$ cat src/sv/civil_date_to_epoch_days_assert.svh
// Assertion macros used by the top level of the civil date converter.
// Depends on nothing; define NO_ASSERTIONS to compile the checks away.
`ifndef CIVIL_DATE_TO_EPOCH_DAYS_ASSERT_SVH
`define CIVIL_DATE_TO_EPOCH_DAYS_ASSERT_SVH
`ifndef NO_ASSERTIONS
// Checked property, switched off while the reset is asserted.
`define CDTE_ASSERT(lbl, clk, rstn, prop) \
  lbl: assert property (@(posedge clk) disable iff (!rstn) prop) \
    else $error("cdte assertion failed");
// Checked property that also holds during reset.
`define CDTE_ASSERT_ALWAYS(lbl, clk, prop) \
  lbl: assert property (@(posedge clk) prop) \
    else $error("cdte assertion failed");
`else
`define CDTE_ASSERT(lbl, clk, rstn, prop)
`define CDTE_ASSERT_ALWAYS(lbl, clk, prop)
`endif
`endif

$ cat src/sv/cdte_pkg.sv
// Package of the civil date converter: field widths, codes, date tables
// and the calendar helper functions. Depends on nothing.
`default_nettype none

package cdte_pkg;

  // Field widths.
  localparam int unsigned YearW  = 14;
  localparam int unsigned MonthW = 4;
  localparam int unsigned DayW   = 5;
  localparam int unsigned DaysW  = 24;
  localparam int unsigned OrderW = 2;
  localparam int unsigned CfgIdxW = 2;

  // Configuration register indexes.
  localparam logic [CfgIdxW-1:0] CfgRefYear  = 2'd0;
  localparam logic [CfgIdxW-1:0] CfgRefMonth = 2'd1;
  localparam logic [CfgIdxW-1:0] CfgRefDay   = 2'd2;

  // Comparison codes.
  localparam logic signed [OrderW-1:0] OrdBefore = -2'sd1;
  localparam logic signed [OrderW-1:0] OrdEqual  = 2'sd0;
  localparam logic signed [OrderW-1:0] OrdAfter  = 2'sd1;

  // Reset value of the reference date.
  localparam logic [YearW-1:0]  RefYearRst  = 14'd1970;
  localparam logic [MonthW-1:0] RefMonthRst = 4'd1;
  localparam logic [DayW-1:0]   RefDayRst   = 5'd1;

  // Day number of 1970-01-01 counted from 0000-03-01, plus one for the
  // day-of-month that starts at 1.
  localparam logic [DaysW-1:0] EpochBias = 24'd719469;

  // Reciprocal of 100: floor(x / 100) == (x * Div100Mul) >> Div100Shift
  // for every 14-bit x.
  localparam int unsigned Div100Shift = 20;
  localparam int unsigned Div100ProdW = YearW + Div100Shift - 6;
  localparam logic [Div100ProdW-1:0] Div100Mul = 28'd10486;
  localparam logic [6:0] Hundred = 7'd100;

  typedef logic [7:0] q100_t;

  // Reference date as held by the configuration registers.
  typedef struct packed {
    logic [YearW-1:0]  year;
    logic [MonthW-1:0] month;
    logic [DayW-1:0]   day;
    logic              valid;
  } ref_date_t;

  // Result of the date check and day count.
  typedef struct packed {
    logic                    valid;
    logic signed [DaysW-1:0] days;
  } calc_res_t;

  // Quotient by 100 through the reciprocal multiply.
  function automatic q100_t div100(input logic [YearW-1:0] x);
    logic [Div100ProdW-1:0] prod;
    prod = Div100Mul * Div100ProdW'(x);
    return prod[Div100ProdW-1:Div100Shift];
  endfunction

  // Gregorian leap year rule.
  function automatic logic is_leap(input logic [YearW-1:0] y);
    q100_t      q;
    logic [YearW-1:0] back;
    logic       cent;
    q    = div100(y);
    back = YearW'(q * Hundred);
    cent = (back == y);
    return cent ? (q[1:0] == 2'b00) : (y[1:0] == 2'b00);
  endfunction

  // Length of a month in a common year; zero for month codes out of range.
  function automatic logic [DayW-1:0] month_len(input logic [MonthW-1:0] m);
    logic [DayW-1:0] len;
    case (m)
      4'd1, 4'd3, 4'd5, 4'd7, 4'd8, 4'd10, 4'd12: len = 5'd31;
      4'd4, 4'd6, 4'd9, 4'd11:                    len = 5'd30;
      4'd2:                                       len = 5'd28;
      default:                                    len = 5'd0;
    endcase
    return len;
  endfunction

  // Full date check.
  function automatic logic date_ok(input logic [YearW-1:0] y,
                                   input logic [MonthW-1:0] m,
                                   input logic [DayW-1:0] d);
    logic [DayW-1:0] len;
    len = month_len(m);
    if ((m == 4'd2) && is_leap(y)) begin
      len = 5'd29;
    end
    return (y != '0) && (m >= 4'd1) && (m <= 4'd12) && (d >= 5'd1) && (d <= len);
  endfunction

  // Days from March 1 to the first of the month, in a year that starts
  // in March (January and February close the previous year).
  function automatic logic [8:0] doy_base(input logic [MonthW-1:0] m);
    logic [8:0] base;
    case (m)
      4'd3:    base = 9'd0;
      4'd4:    base = 9'd31;
      4'd5:    base = 9'd61;
      4'd6:    base = 9'd92;
      4'd7:    base = 9'd122;
      4'd8:    base = 9'd153;
      4'd9:    base = 9'd184;
      4'd10:   base = 9'd214;
      4'd11:   base = 9'd245;
      4'd12:   base = 9'd275;
      4'd1:    base = 9'd306;
      4'd2:    base = 9'd337;
      default: base = 9'd0;
    endcase
    return base;
  endfunction

endpackage

`default_nettype wire

$ cat src/sv/civil_date_to_epoch_days.sv
// Top level of the civil date converter: input register, date logic,
// reference comparison and result register. Depends on cdte_pkg,
// cdte_cfg, cdte_calc and civil_date_to_epoch_days_assert.svh.
//
// Usage: a date transfer happens at a rising edge with start high and busy
// low. busy stays low, so a new date can be taken at every edge. Each date
// gives one result: done_o is high for exactly one cycle, after the input
// register and then the result register have taken the date, together with
// date_valid_o, epoch_days_o, order_o and is_future_o; the result ports
// hold their value between strobes. The input register feeds the
// year-scaling multiply, the leap-day quotient and the adder, which feed
// the result register. Throughput is one date per cycle.
// The receiver takes each result in its strobe cycle and cannot stall.
// The reference date is written through cfg_we_i, cfg_idx_i and
// cfg_wdata_i; a write lands at its edge and index three is ignored.
// Reset clears the pipeline strobes and loads the reference 1970-01-01.
`default_nettype none

`include "civil_date_to_epoch_days_assert.svh"

module civil_date_to_epoch_days (
  input  logic                                clk_i,
  input  logic                                rst_ni,
  input  logic                                start,
  output logic                                busy,
  input  logic [cdte_pkg::YearW-1:0]          year_i,
  input  logic [cdte_pkg::MonthW-1:0]         month_i,
  input  logic [cdte_pkg::DayW-1:0]           day_i,
  input  logic                                cfg_we_i,
  input  logic [cdte_pkg::CfgIdxW-1:0]        cfg_idx_i,
  input  logic [cdte_pkg::YearW-1:0]          cfg_wdata_i,
  output logic                                done_o,
  output logic                                date_valid_o,
  output logic signed [cdte_pkg::DaysW-1:0]   epoch_days_o,
  output logic signed [cdte_pkg::OrderW-1:0]  order_o,
  output logic                                is_future_o
);
  import cdte_pkg::*;

  ref_date_t ref_date;
  calc_res_t calc;

  logic              vld_q;
  logic [YearW-1:0]  year_q;
  logic [MonthW-1:0] month_q;
  logic [DayW-1:0]   day_q;

  logic signed [OrderW-1:0] order_d;
  logic                     done_q;
  logic                     date_valid_q;
  logic signed [DaysW-1:0]  epoch_days_q;
  logic signed [OrderW-1:0] order_q;
  logic                     is_future_q;

  // Every stage moves on each cycle, so a transfer is never refused.
  assign busy = 1'b0;

  cdte_cfg u_cfg (
    .clk_i       (clk_i),
    .rst_ni      (rst_ni),
    .cfg_we_i    (cfg_we_i),
    .cfg_idx_i   (cfg_idx_i),
    .cfg_wdata_i (cfg_wdata_i),
    .ref_o       (ref_date)
  );

  // Input register.
  always_ff @(posedge clk_i or negedge rst_ni) begin
    if (!rst_ni) begin
      vld_q <= 1'b0;
    end else begin
      vld_q <= start && !busy;
    end
  end

  always_ff @(posedge clk_i) begin
    if (start && !busy) begin
      year_q  <= year_i;
      month_q <= month_i;
      day_q   <= day_i;
    end
  end

  cdte_calc u_calc (
    .year_i  (year_q),
    .month_i (month_q),
    .day_i   (day_q),
    .res_o   (calc)
  );

  // Year, month and day packed together compare in calendar order.
  always_comb begin
    order_d = OrdEqual;
    if (calc.valid && ref_date.valid) begin
      if ({year_q, month_q, day_q} < {ref_date.year, ref_date.month, ref_date.day}) begin
        order_d = OrdBefore;
      end else if ({year_q, month_q, day_q} >
                   {ref_date.year, ref_date.month, ref_date.day}) begin
        order_d = OrdAfter;
      end
    end
  end

  // Result register.
  always_ff @(posedge clk_i or negedge rst_ni) begin
    if (!rst_ni) begin
      done_q <= 1'b0;
    end else begin
      done_q <= vld_q;
    end
  end

  always_ff @(posedge clk_i) begin
    if (vld_q) begin
      date_valid_q <= calc.valid;
      epoch_days_q <= calc.days;
      order_q      <= order_d;
      is_future_q  <= (order_d == OrdAfter);
    end
  end

  assign done_o       = done_q;
  assign date_valid_o = date_valid_q;
  assign epoch_days_o = epoch_days_q;
  assign order_o      = order_q;
  assign is_future_o  = is_future_q;

  // Each transfer gives exactly one result, through the input register and the result register.
  `CDTE_ASSERT(a_latency, clk_i, rst_ni, (start && !busy) |=> ##1 done_o)
  `CDTE_ASSERT(a_no_spurious, clk_i, rst_ni, done_o |-> $past(start && !busy, 2))
  // An invalid date never reports a day count or an ordering.
  `CDTE_ASSERT(a_invalid_clean, clk_i, rst_ni,
    (done_o && !date_valid_o) |-> (epoch_days_o == '0 && order_o == OrdEqual && !is_future_o))
  // No result strobe while reset is held.
  `CDTE_ASSERT_ALWAYS(a_reset_quiet, clk_i, !rst_ni |-> !done_o)

endmodule

`default_nettype wire

$ cat src/sv/cdte_cfg.sv
// Reference date registers of the civil date converter, with the
// reference validity kept alongside them. Depends on cdte_pkg.
`default_nettype none

module cdte_cfg (
  input  logic                         clk_i,
  input  logic                         rst_ni,
  input  logic                         cfg_we_i,
  input  logic [cdte_pkg::CfgIdxW-1:0] cfg_idx_i,
  input  logic [cdte_pkg::YearW-1:0]   cfg_wdata_i,
  output cdte_pkg::ref_date_t          ref_o
);
  import cdte_pkg::*;

  ref_date_t ref_d, ref_q;

  // Register write decode; the validity follows the new value.
  always_comb begin
    ref_d = ref_q;
    if (cfg_we_i) begin
      unique case (cfg_idx_i)
        CfgRefYear:  ref_d.year  = cfg_wdata_i;
        CfgRefMonth: ref_d.month = cfg_wdata_i[MonthW-1:0];
        CfgRefDay:   ref_d.day   = cfg_wdata_i[DayW-1:0];
        default:     ref_d = ref_q;
      endcase
    end
    ref_d.valid = date_ok(ref_d.year, ref_d.month, ref_d.day);
  end

  always_ff @(posedge clk_i or negedge rst_ni) begin
    if (!rst_ni) begin
      ref_q.year  <= RefYearRst;
      ref_q.month <= RefMonthRst;
      ref_q.day   <= RefDayRst;
      ref_q.valid <= 1'b1;
    end else begin
      ref_q <= ref_d;
    end
  end

  assign ref_o = ref_q;

endmodule

`default_nettype wire

$ cat src/sv/cdte_calc.sv
// Combinational date check and day count of the civil date converter.
// Depends on cdte_pkg.
`default_nettype none

module cdte_calc (
  input  logic [cdte_pkg::YearW-1:0]  year_i,
  input  logic [cdte_pkg::MonthW-1:0] month_i,
  input  logic [cdte_pkg::DayW-1:0]   day_i,
  output cdte_pkg::calc_res_t         res_o
);
  import cdte_pkg::*;

  logic [YearW-1:0] ys;
  q100_t            q100;
  logic [DaysW-1:0] pos;
  logic [DaysW-1:0] sum;

  // Years counted from March, so the leap day ends the year.
  assign ys   = year_i - YearW'(month_i <= 4'd2);
  assign q100 = div100(ys);

  // 365 days a year plus the leap days of the 4/100/400 rule; the quotient
  // by 400 is the quotient by 100 shifted down by two.
  always_comb begin
    pos = DaysW'(ys) * DaysW'(365);
    sum = pos + DaysW'(ys >> 2) + DaysW'(q100 >> 2) + DaysW'(doy_base(month_i))
        + DaysW'(day_i) - DaysW'(q100) - EpochBias;
  end

  always_comb begin
    res_o.valid = date_ok(year_i, month_i, day_i);
    res_o.days  = res_o.valid ? $signed(sum) : '0;
  end

endmodule

`default_nettype wire
$ cat config.mk
export PLATFORM = sky130hd
export DESIGN_NAME = civil_date_to_epoch_days
export DESIGN_NICKNAME = d
export VERILOG_FILES = /design/src/sv/cdte_pkg.sv /design/src/sv/civil_date_to_epoch_days.sv /design/src/sv/cdte_cfg.sv /design/src/sv/cdte_calc.sv
export VERILOG_INCLUDE_DIRS = /design/src /design/src/sv
export SDC_FILE = /design/constraint.sdc
export NUM_CORES = 1
export LEC_CHECK = 0
export BUFFER_PORTS_ARGS = -buffer_cell sky130_fd_sc_hd__buf_2
export CORE_MARGIN = 4
export CORE_UTILIZATION = 55
export CTS_BUF_LIST = sky130_fd_sc_hd__clkbuf_4 sky130_fd_sc_hd__clkbuf_8
export CTS_CLUSTER_DIAMETER = 30
export CTS_CLUSTER_SIZE = 20
export DETAILED_ROUTE_END_ITERATION = 16
export GPL_ROUTABILITY_DRIVEN = 0
export PLACE_DENSITY = 0.72
export SYNTH_ARGS = -nofsm -noshare
export SYNTH_HDL_FRONTEND = slang
export SYNTH_SLANG_ARGS = --single-unit
$ cat constraint.sdc
create_clock -name clk_i -period 16.3 [get_ports clk_i]
set_clock_uncertainty 0.15 [all_clocks]
set_input_delay 0.815 -clock clk_i [delete_from_list [all_inputs] [get_ports clk_i]]
set_output_delay 0.815 -clock clk_i [all_outputs]
set_load 0.02 [all_outputs]
==> impl_results.md, run 1 <==
- Req. time, crit path: around 16 ns
- Initial antenna violation count: 0
- CTS tree: yes
- Primary FF master, synth: edfxtp_1
- Worst-path clk slew: 0.10 ns
- Synth Warn #: 0
- Finish-stage setup viols: 0
- Initial Utilization: about 56%
- Dpl cells: between 2000 and 3000
- CP arrival: 13.15 ns
- CTS Hold Bufs: 0
- Post-cts sizing count: 0
- Crit Path Class: reg -> reg
- Max-cap violations: 0
- Final wirelength: 45700 um
- Crit path launch: month_q[0]
- Avg Cell Area, Syn: approximately 9.9 um^2
- H-tree depth: 3
- Mapped Area: 20300 um^2
- Drt wl/cell: 17.6 um
- Layout Cells excl Fill: between 2000 and 3000
- Fmax: around 76 MHz
- Detail Route Antenna Nets: 0
- Vias in the first global route: approximately 16000
- Clock sinks: 89
- Largest net degree at the start of global routing: 30
- Layout cell share with drive strength beyond 1: a little under 6%
- IO Pins: 73
- DRC Markers: 0
- Area Growth Syn to Fin: 5.64%
- Slowest-stage cell, CP: fa_1
- Filler cells: ~3100
- Crit-path most repeated cell: fa_1
- Register Area: roughly 2400 um^2
- CP endpoint: epoch_days_o[22]
- Setup TNS: 0 ns
- Iter 0 DRT Violations: about 630
- Netlist cell types: slightly above 70
- Final period util: roughly four fifths
- Routed vias: between 10000 and 15000
- # port buffers: 71
- TritonRoute pass-1 iters: 5
- CTS max path bufs: 2
- NumNets Final: 2950
- Syn Nets: ~2900
- Die X: 200 um
- Slew @ Worst Pin: approximately 1.1 ns
- Critical Path Sink Type: flop
- Largest incremental delay on the critical path: around 0.6 ns
- CP startpoint kind: flop
- Slew Viols, Final: 0
- Synth Register Bits: 89
- Dpl hpwl: slightly above 40000 um
- Hold Fails Final Rpt: 0
- Global-route wire length before repair: just under 80000 um
- Cells after Synth: 2040
- Status: finished clean
- Antenna cells: 0
- Die H: ~200 um
- Site Rows: 70
- Area of the multi-input gates: 15600 um^2
- Post-CTS Setup Inserts: 0
- FF-to-FF setup slack: about 3.2 ns
- Reg2Reg Depth: 44
- Register area share after synthesis: 12.0%
- Die area: approximately 40000 um^2
- Number of synthesized flops with an enable pin: around 50
- Grt ovf: 0
- Crit path max fanout: 8
- FF-to-FF Start: month_q[0]
- CTS buffer count: 9
- Asr flop ratio synth: 29.2%
- Hold Path Class: in -> async
- Root buffer cell: clkbuf_8
- Worst R2R End: epoch_days_o[22]
- RSZ-0062 raised after global routing: false
- Core Area: between 30000 and 40000 um^2
- Clock Latency Late Sink: approximately 0.39 ns
- Tmin final: about 13 ns
- Max_slew headroom: around a quarter
- Vias per cell: between 5 and 6
- Tot GR Track Use: 24.3%
==> placed cells by master, fill, tap and decap left out, types with 4 or more instances in the layout <==
master	synthesis	final
a211oi_1	9	9
a21boi_0	7	7
a21o_1	29	29
a21oi_1	62	62
a31oi_1	8	8
and2_1	8	8
and3_1	4	4
buf_2	2	71
buf_4	1	9
clkbuf_8	0	9
dfrtp_1	16	16
dfstp_2	10	10
dfxtp_1	12	12
edfxtp_1	51	51
fa_1	284	284
ha_1	500	500
inv_1	590	590
mux2_2	4	4
mux2i_1	12	12
nand2_1	47	47
nand2b_1	10	10
nand3_1	23	23
nand4_1	19	19
nor2_1	69	69
nor2b_1	10	10
nor3_1	22	22
nor4_1	8	8
o211ai_1	8	8
o21a_1	21	21
o21ai_0	32	32
o21bai_1	5	5
o22ai_1	4	4
xnor2_1	69	69
xor2_1	24	24
==> cell type report <==
cell class / instances / share of cell area [%]
clock buffers: 11 / 0.648
clock inverters: 5 / 0.152
inverters: 591 / 10.3
multi-input cells: 1352 / 72.8
flip-flops and latches: 89 / 11.4
well taps: 468 / 2.73
repair buffers: 80 / 1.97
==> through the flow <==
step | util (%) | hold slack [ns] | setup WS, ns | area, um^2
floorplan | - | 0.362 | 4.55 | 20300
CTS | 58.7 | 0.303 | 3.15 | 21400
global placement | 58.2 | 0.381 | 3.53 | 21300
global route | 58.7 | 0.314 | 2.33 | 21400
detailed placement | 58.2 | 0.388 | 3.17 | 21300
finish | 58.7 | 0.278 | 3.15 | 21400
==> how the worst min path moves through the flow <==
| stage | from | to | slack (ns) | depth (start not counted) |
|---|---|---|---|---|
| final | rst_ni | u_cfg.ref_o[23] | 0.28 | 1 |
| after global routing | rst_ni | u_cfg.ref_o[16] | 0.31 | 1 |
| after CTS | rst_ni | u_cfg.ref_o[16] | 0.30 | 1 |
| after detailed placement | u_cfg.ref_o[4] | u_cfg.ref_o[4] | 0.39 | 1 |
| after global placement | u_cfg.ref_o[4] | u_cfg.ref_o[4] | 0.38 | 1 |
| after floorplan | u_cfg.ref_o[3] | u_cfg.ref_o[3] | 0.36 | 1 |
==> cells in the mapped netlist (12+ instances only) <==
cell type | instances | area share [%]
inv_1 | 590 | 11
mux2i_1 | 12 | 0.59
xnor2_1 | 69 | 3.0
nor2_1 | 69 | 1.3
nand3_1 | 23 | 0.57
dfxtp_1 | 12 | 1.2
ha_1 | 500 | 31
nand4_1 | 19 | 0.59
nor3_1 | 22 | 0.54
o21ai_0 | 32 | 0.79
a21oi_1 | 62 | 1.5
xor2_1 | 24 | 1.0
fa_1 | 284 | 28
a21o_1 | 29 | 1.1
edfxtp_1 | 51 | 7.5
nand2_1 | 47 | 0.87
o21a_1 | 21 | 0.78
dfrtp_1 | 16 | 2.0
==> critical path, delay by kind of cell (launching register included) <==
kind / cells / cell delay [ns]
AO/OA/AOI/OAI: 15 / 3.70
buffers and inverters: 9 / 0.78
AND/OR/NAND/NOR: 4 / 0.92
flip-flops: 1 / 0.47
adder cells (fa/ha/maj): 14 / 6.30
XOR/XNOR: 2 / 0.60
==> per-layer routing <==
layer / track usage [%] / vias to the layer above / routed length (um)
met5: 0 / - / 0
met4: 7.09 / 0 / 1540
met3: 3.37 / 83 / 1640
met2: 43.5 / 257 / 23300
met1: 30.7 / 6917 / 19200
li1: - / 6675 / -
==> cells by family (layout without fill, tap and decap cells) <==
logic type,after synthesis,after routing,synth area share (%)
AO/OA/AOI/OAI,219,219,7.31
flip-flops,89,89,12.0
multiplexers,16,16,0.814
adder cells (fa/ha/maj),784,784,58.8
XOR/XNOR,94,94,4.09
buffers and inverters,599,687,11.1
other,1,1,0.0185
AND/OR/NAND/NOR,238,238,5.80
Power of run 1 is left out: the tool's default activity adds up to more than one toggle a clock period on the data nets, which glitch-free logic cannot reach.
==> inputs of run 2 (changes only) <==
Clock period 16.3 ns to 13.6 ns, I/O delays scaled along.
==> impl_results.md, run 2 (same netlist as run 1, synthesis figures left out) <==
- Req. time, crit path: 13.59 ns (was 16.30 ns)
- IO Pins: 73 (unchanged)
- Fin Hold WS: 0.147 ns (was 0.278 ns)
- Worst-path clk slew: 0.09 ns (was 0.10 ns)
- CTS tree: yes (unchanged)
- Vias in the first global route: 15300 (was 15500)
- Slew Viols, Final: 0 (unchanged)
- Die H: 200 um (unchanged)
- Status: finished clean (unchanged)
- Placed Area: 21300 um^2 (about the same)
- Grt ovf: 0 (unchanged)
- Max_slew headroom: 21.0% (was 24.5%)
- CP arrival: 12.77 ns (was 13.15 ns)
- Tmin final: 12.78 ns (was 13.15 ns)
- Die X: 200 um (unchanged)
- Routed vias: 13900 (about the same)
- Final instance area: 21500 um^2 (was 21400 um^2)
- Hold Fails Final Rpt: 0 (unchanged)
- Layout cell share with drive strength beyond 1: 6.24% (was 5.97%)
- Met2 routed WL: 23300 um (about the same)
- Largest delay share family, worst path: adder cells (unchanged)
- Final wirelength: 44800 um (was 45700 um)
- Clock Latency Late Sink: 0.38 ns (was 0.39 ns)
- Initial antenna violation count: 1 (was 0)
- Crit path launch: year_q[2] (was month_q[0])
- Largest net degree at the start of global routing: 30 (unchanged)
- Most frequent cells in the layout: 590 x inv_1, 500 x ha_1, 284 x fa_1 (unchanged)
- FF-to-FF Start: year_q[2] (was month_q[0])
- NumNets Final: 2955 (was 2950)
- Clock sinks: 89 (unchanged)
- Global-route wire length before repair: 75500 um (was 77000 um)
- Root buffer cell: clkbuf_8 (unchanged)
- Met1 Wirelength: 18800 um (was 19200 um)
- Slew @ Worst Pin: 1.19 ns (was 1.13 ns)
- CTS max path bufs: 2 (unchanged)
- Buf+Inv Stages, Crit Path: 9 (unchanged)
- Finish-stage setup viols: 0 (unchanged)
- CP startpoint kind: flop (unchanged)
- Crit path max fanout: 7 (was 8)
- Post-CTS Setup Inserts: 0 (unchanged)
- Final period util: 94.0% (was 80.7%)
- Max Used Layer: met4 (unchanged)
- Largest incremental delay on the critical path: 0.58 ns (was 0.60 ns)
- Crit-path most repeated cell: fa_1 (unchanged)
- TritonRoute pass-1 iters: 7 (was 5)
- RSZ-0062 raised after global routing: false (unchanged)
- # port buffers: 71 (unchanged)
- Area Growth Syn to Fin: 5.99% (was 5.64%)
- Die area: 40000 um^2 (unchanged)
- Detail Route Antenna Nets: 0 (unchanged)
- Tot GR Track Use: 23.7% (was 24.3%)
- Initial Utilization: 55.6% (unchanged)
- Fmax: 78.3 MHz (was 76.1 MHz)
- Max-cap violations: 0 (unchanged)
- Most common cell after layout, fill and taps aside: inv_1 (unchanged)
- Drt wl/cell: 17.2 um (was 17.6 um)
- H-tree depth: 3 (unchanged)
- Core Area: 36500 um^2 (unchanged)
- Hold Path Class: in -> async (unchanged)
- Crit Path Class: reg -> reg (unchanged)
- Critical Path Sink Type: flop (unchanged)
- Iter 0 DRT Violations: 606 (was 632)
- Met3 wire length: 1600 um (was 1640 um)
- Vias per cell: 5.36 (was 5.37)
- Dpl hpwl: 40000 um (was 41000 um)
- DRC Markers: 0 (unchanged)
- Site Rows: 70 (unchanged)
- Setup TNS: 0 ns (unchanged)
- Slowest-stage cell, CP: fa_1 (unchanged)
- CTS buffer count: 9 (unchanged)
run 2: repair_timing:
item,in CTS,in global routing
gates resized for setup,0,1
setup endpoints to repair,0,6
hold buffers,0,0
run 2: per-stage QoR:
step,util (%),cells,setup slack [ns]
3_3_place_gp,58.3,2585,1.01
5_1_grt,58.9,2602,0.0162
3_5_place_dp,58.3,2585,0.686
2_1_floorplan,-,2040,1.85
6_report,58.9,2602,0.821
4_1_cts,58.9,2601,0.680
run 2: worst register-to-register path: cells and delay by family, from the launching register on:
kind	cells	cell delay (ns)
flip-flops	1	0.53
XOR/XNOR	2	0.58
AND/OR/NAND/NOR	3	0.71
buffers and inverters	9	0.94
adder cells (fa/ha/maj)	14	6.23
AO/OA/AOI/OAI	14	3.41
run 2: final timing paths:
check                           cells past startpoint  slack [ns]                to
worst min-delay path                                1        0.15   u_cfg.ref_o[23]
worst min register to register                      1        0.41    u_cfg.ref_o[2]
worst max-delay path                               42        0.82  epoch_days_o[22]
worst max register to register                     42        0.82  epoch_days_o[22]
max in group asynchronous                           1       12.74   u_cfg.ref_o[16]
min in group clk_i                                  1        0.33        year_q[12]
run 2: routing by layer:
layer	GRT usage [%]	vias up
li1	-	6689
met1	30.0	6908
met2	43.5	272
met3	3.00	75
met4	4.91	0
met5	0	-
run 2: layout make-up:
class / instances / area, um^2
Multi-Input combinational cell: 1352 / 15600
Antenna cell: 1 / 2.50
Tap cell: 468 / 586
Clock buffer: 11 / 139
Sequential cell: 89 / 2430
Timing Repair Buffer: 85 / 460
Inverter: 591 / 2220
Fill cell: 3029 / 15000
Clock inverter: 5 / 56.3
Power of run 2 is left out for the same reason.
==> inputs of run 3 (changes only) <==
--- a/config.mk
+++ b/config.mk
@@ -16,3 +16,3 @@
 export GPL_ROUTABILITY_DRIVEN = 0
-export PLACE_DENSITY = 0.72
+export PLACE_DENSITY_LB_ADDON = 0.05
 export SYNTH_ARGS = -nofsm -noshare
--- a/constraint.sdc
+++ b/constraint.sdc
@@ -4,2 +4,2 @@
 set_output_delay 0.68 -clock clk_i [all_outputs]
-set_load 0.02 [all_outputs]
+set_load 0.01 [all_outputs]
==> impl_results.md, run 3 (same netlist as run 1, synthesis figures left out) <==
- Buf+Inv Stages, Crit Path: 10 (was 9)
- Crit-path most repeated cell: fa_1 (unchanged)
- Req. time, crit path: 13.61 ns (was 13.59 ns)
- Clock sinks: 89 (unchanged)
- Hold Fails Final Rpt: 0 (unchanged)
- Status: finished clean (unchanged)
- Layout cell share with drive strength beyond 1: 6.46% (was 6.24%)
- Max-cap violations: 0 (unchanged)
- NumNets Final: 2958 (was 2955)
- Core Area: 36500 um^2 (unchanged)
- Largest net degree at the start of global routing: 30 (unchanged)
- CP startpoint kind: flop (unchanged)
- Slowest-stage cell, CP: edfxtp_1 (was fa_1)
- Detail Route Antenna Nets: 0 (unchanged)
- Max_slew headroom: 23.4% (was 21.0%)
- Hold Path Class: in -> async (unchanged)
- Global-route wire length before repair: 75600 um (was 75500 um)
- Routed vias: 13700 (was 13900)
- Crit path max fanout: 8 (was 7)
- Tmin final: 12.68 ns (was 12.78 ns)
- Dpl hpwl: 40700 um (was 40000 um)
- Register Area: 2430 um^2 (unchanged)
- Slew Viols, Final: 0 (unchanged)
- Most frequent cells in the layout: 590 x inv_1, 500 x ha_1, 284 x fa_1 (unchanged)
- # port buffers: 71 (unchanged)
- Final wirelength: 45500 um (was 44800 um)
- CTS tree: yes (unchanged)
- Initial Utilization: 55.6% (unchanged)
- Largest delay share family, worst path: adder cells (unchanged)
- Iter 0 DRT Violations: 513 (was 606)
- Tot GR Track Use: 24.1% (was 23.7%)
- Final period util: 93.2% (was 94.0%)
- Largest incremental delay on the critical path: 0.55 ns (was 0.58 ns)
- CTS max path bufs: 2 (unchanged)
- Setup TNS: 0 ns (unchanged)
- TritonRoute pass-1 iters: 5 (was 7)
- Drt wl/cell: 17.5 um (was 17.2 um)
- CTS buffer count: 9 (unchanged)
- Initial antenna violation count: 1 (unchanged)
- Die area: 40000 um^2 (unchanged)
- Area of the multi-input gates: 15600 um^2 (about the same)
- Grt ovf: 0 (unchanged)
- H-tree depth: 3 (unchanged)
- Finish-stage setup viols: 0 (unchanged)
- Vias per cell: 5.26 (was 5.36)
- IO Pins: 73 (unchanged)
- Filler cells: 3272 (was 3029)
- Slew @ Worst Pin: 1.15 ns (was 1.19 ns)
- CP arrival: 12.69 ns (was 12.77 ns)
- Area Growth Syn to Fin: 6.07% (was 5.99%)
- RSZ-0062 raised after global routing: false (unchanged)
- Worst-path clk slew: 0.11 ns (was 0.09 ns)
- Vias in the first global route: 14800 (was 15300)
- CTS Hold Bufs: 0 (unchanged)
- Fmax: 78.9 MHz (was 78.3 MHz)
- Most common cell after layout, fill and taps aside: inv_1 (unchanged)
- Die X: 200 um (unchanged)
- Root buffer cell: clkbuf_8 (unchanged)
- DRC Markers: 0 (unchanged)
- Crit Path Class: reg -> reg (unchanged)
- Site Rows: 70 (unchanged)
- Clock Latency Late Sink: 0.39 ns (was 0.38 ns)
- Critical Path Sink Type: flop (unchanged)
- Die H: 200 um (unchanged)
## run 3: changes by cell type in the layout (fill, tap and decap cells not counted), sizes merged
cell | before | now
bufinv | 1 | 0
inv | 591 | 593
clkinvlp | 0 | 1
clkbuf | 11 | 10
buf | 85 | 88
clkinv | 4 | 3
## run 3: final timing paths
path | endpoint | startpoint | cells past startpoint | slack [ns]
setup / recovery | epoch_days_o[22] | year_q[2] | 44 | 0.92
hold / removal | u_cfg.ref_o[16] | rst_ni | 1 | 0.16
setup reg to reg | epoch_days_o[22] | year_q[2] | 44 | 0.92
hold reg to reg | u_cfg.ref_o[4] | u_cfg.ref_o[4] | 1 | 0.41
max in group asynchronous | u_cfg.ref_o[23] | rst_ni | 1 | 12.71
min in group clk_i | year_q[3] | year_i[3] | 1 | 0.32
## run 3: cell type report
type                    instances  share of cell area [%]
diodes                          1                  0.0116
clock buffers                  10                   0.610
clock inverters                 6                   0.238
inverters                     591                    10.3
multi-input cells            1352                    72.6
flip-flops and latches         89                    11.3
well taps                     468                    2.72
repair buffers                 88                    2.24
## run 3: metrics by stage
step,worst slack (ns),hold slack (ns),util (%),instance area (um^2),std cells
3_5_place_dp,0.645,0.394,58.4,21300,2588
2_1_floorplan,1.85,0.234,-,20300,2040
5_1_grt,0.122,0.171,58.9,21500,2605
3_3_place_gp,0.851,0.390,58.4,21300,2588
6_report,0.922,0.159,58.9,21500,2605
4_1_cts,0.610,0.144,58.9,21500,2604
## run 3: layer usage
layer,GRT usage (%),share of wire (%)
met5,0,0
met4,4.38,1.5
met3,2.15,3.1
met2,42.9,51
met1,32.6,45
## run 3: what timing repair did
action / 4_1_cts / 5_1_grt
gates resized for setup: 0 / 2
setup endpoints to repair: 0 / 4
setup buffers: 0 / 0
Power of run 3 is left out for the same reason.
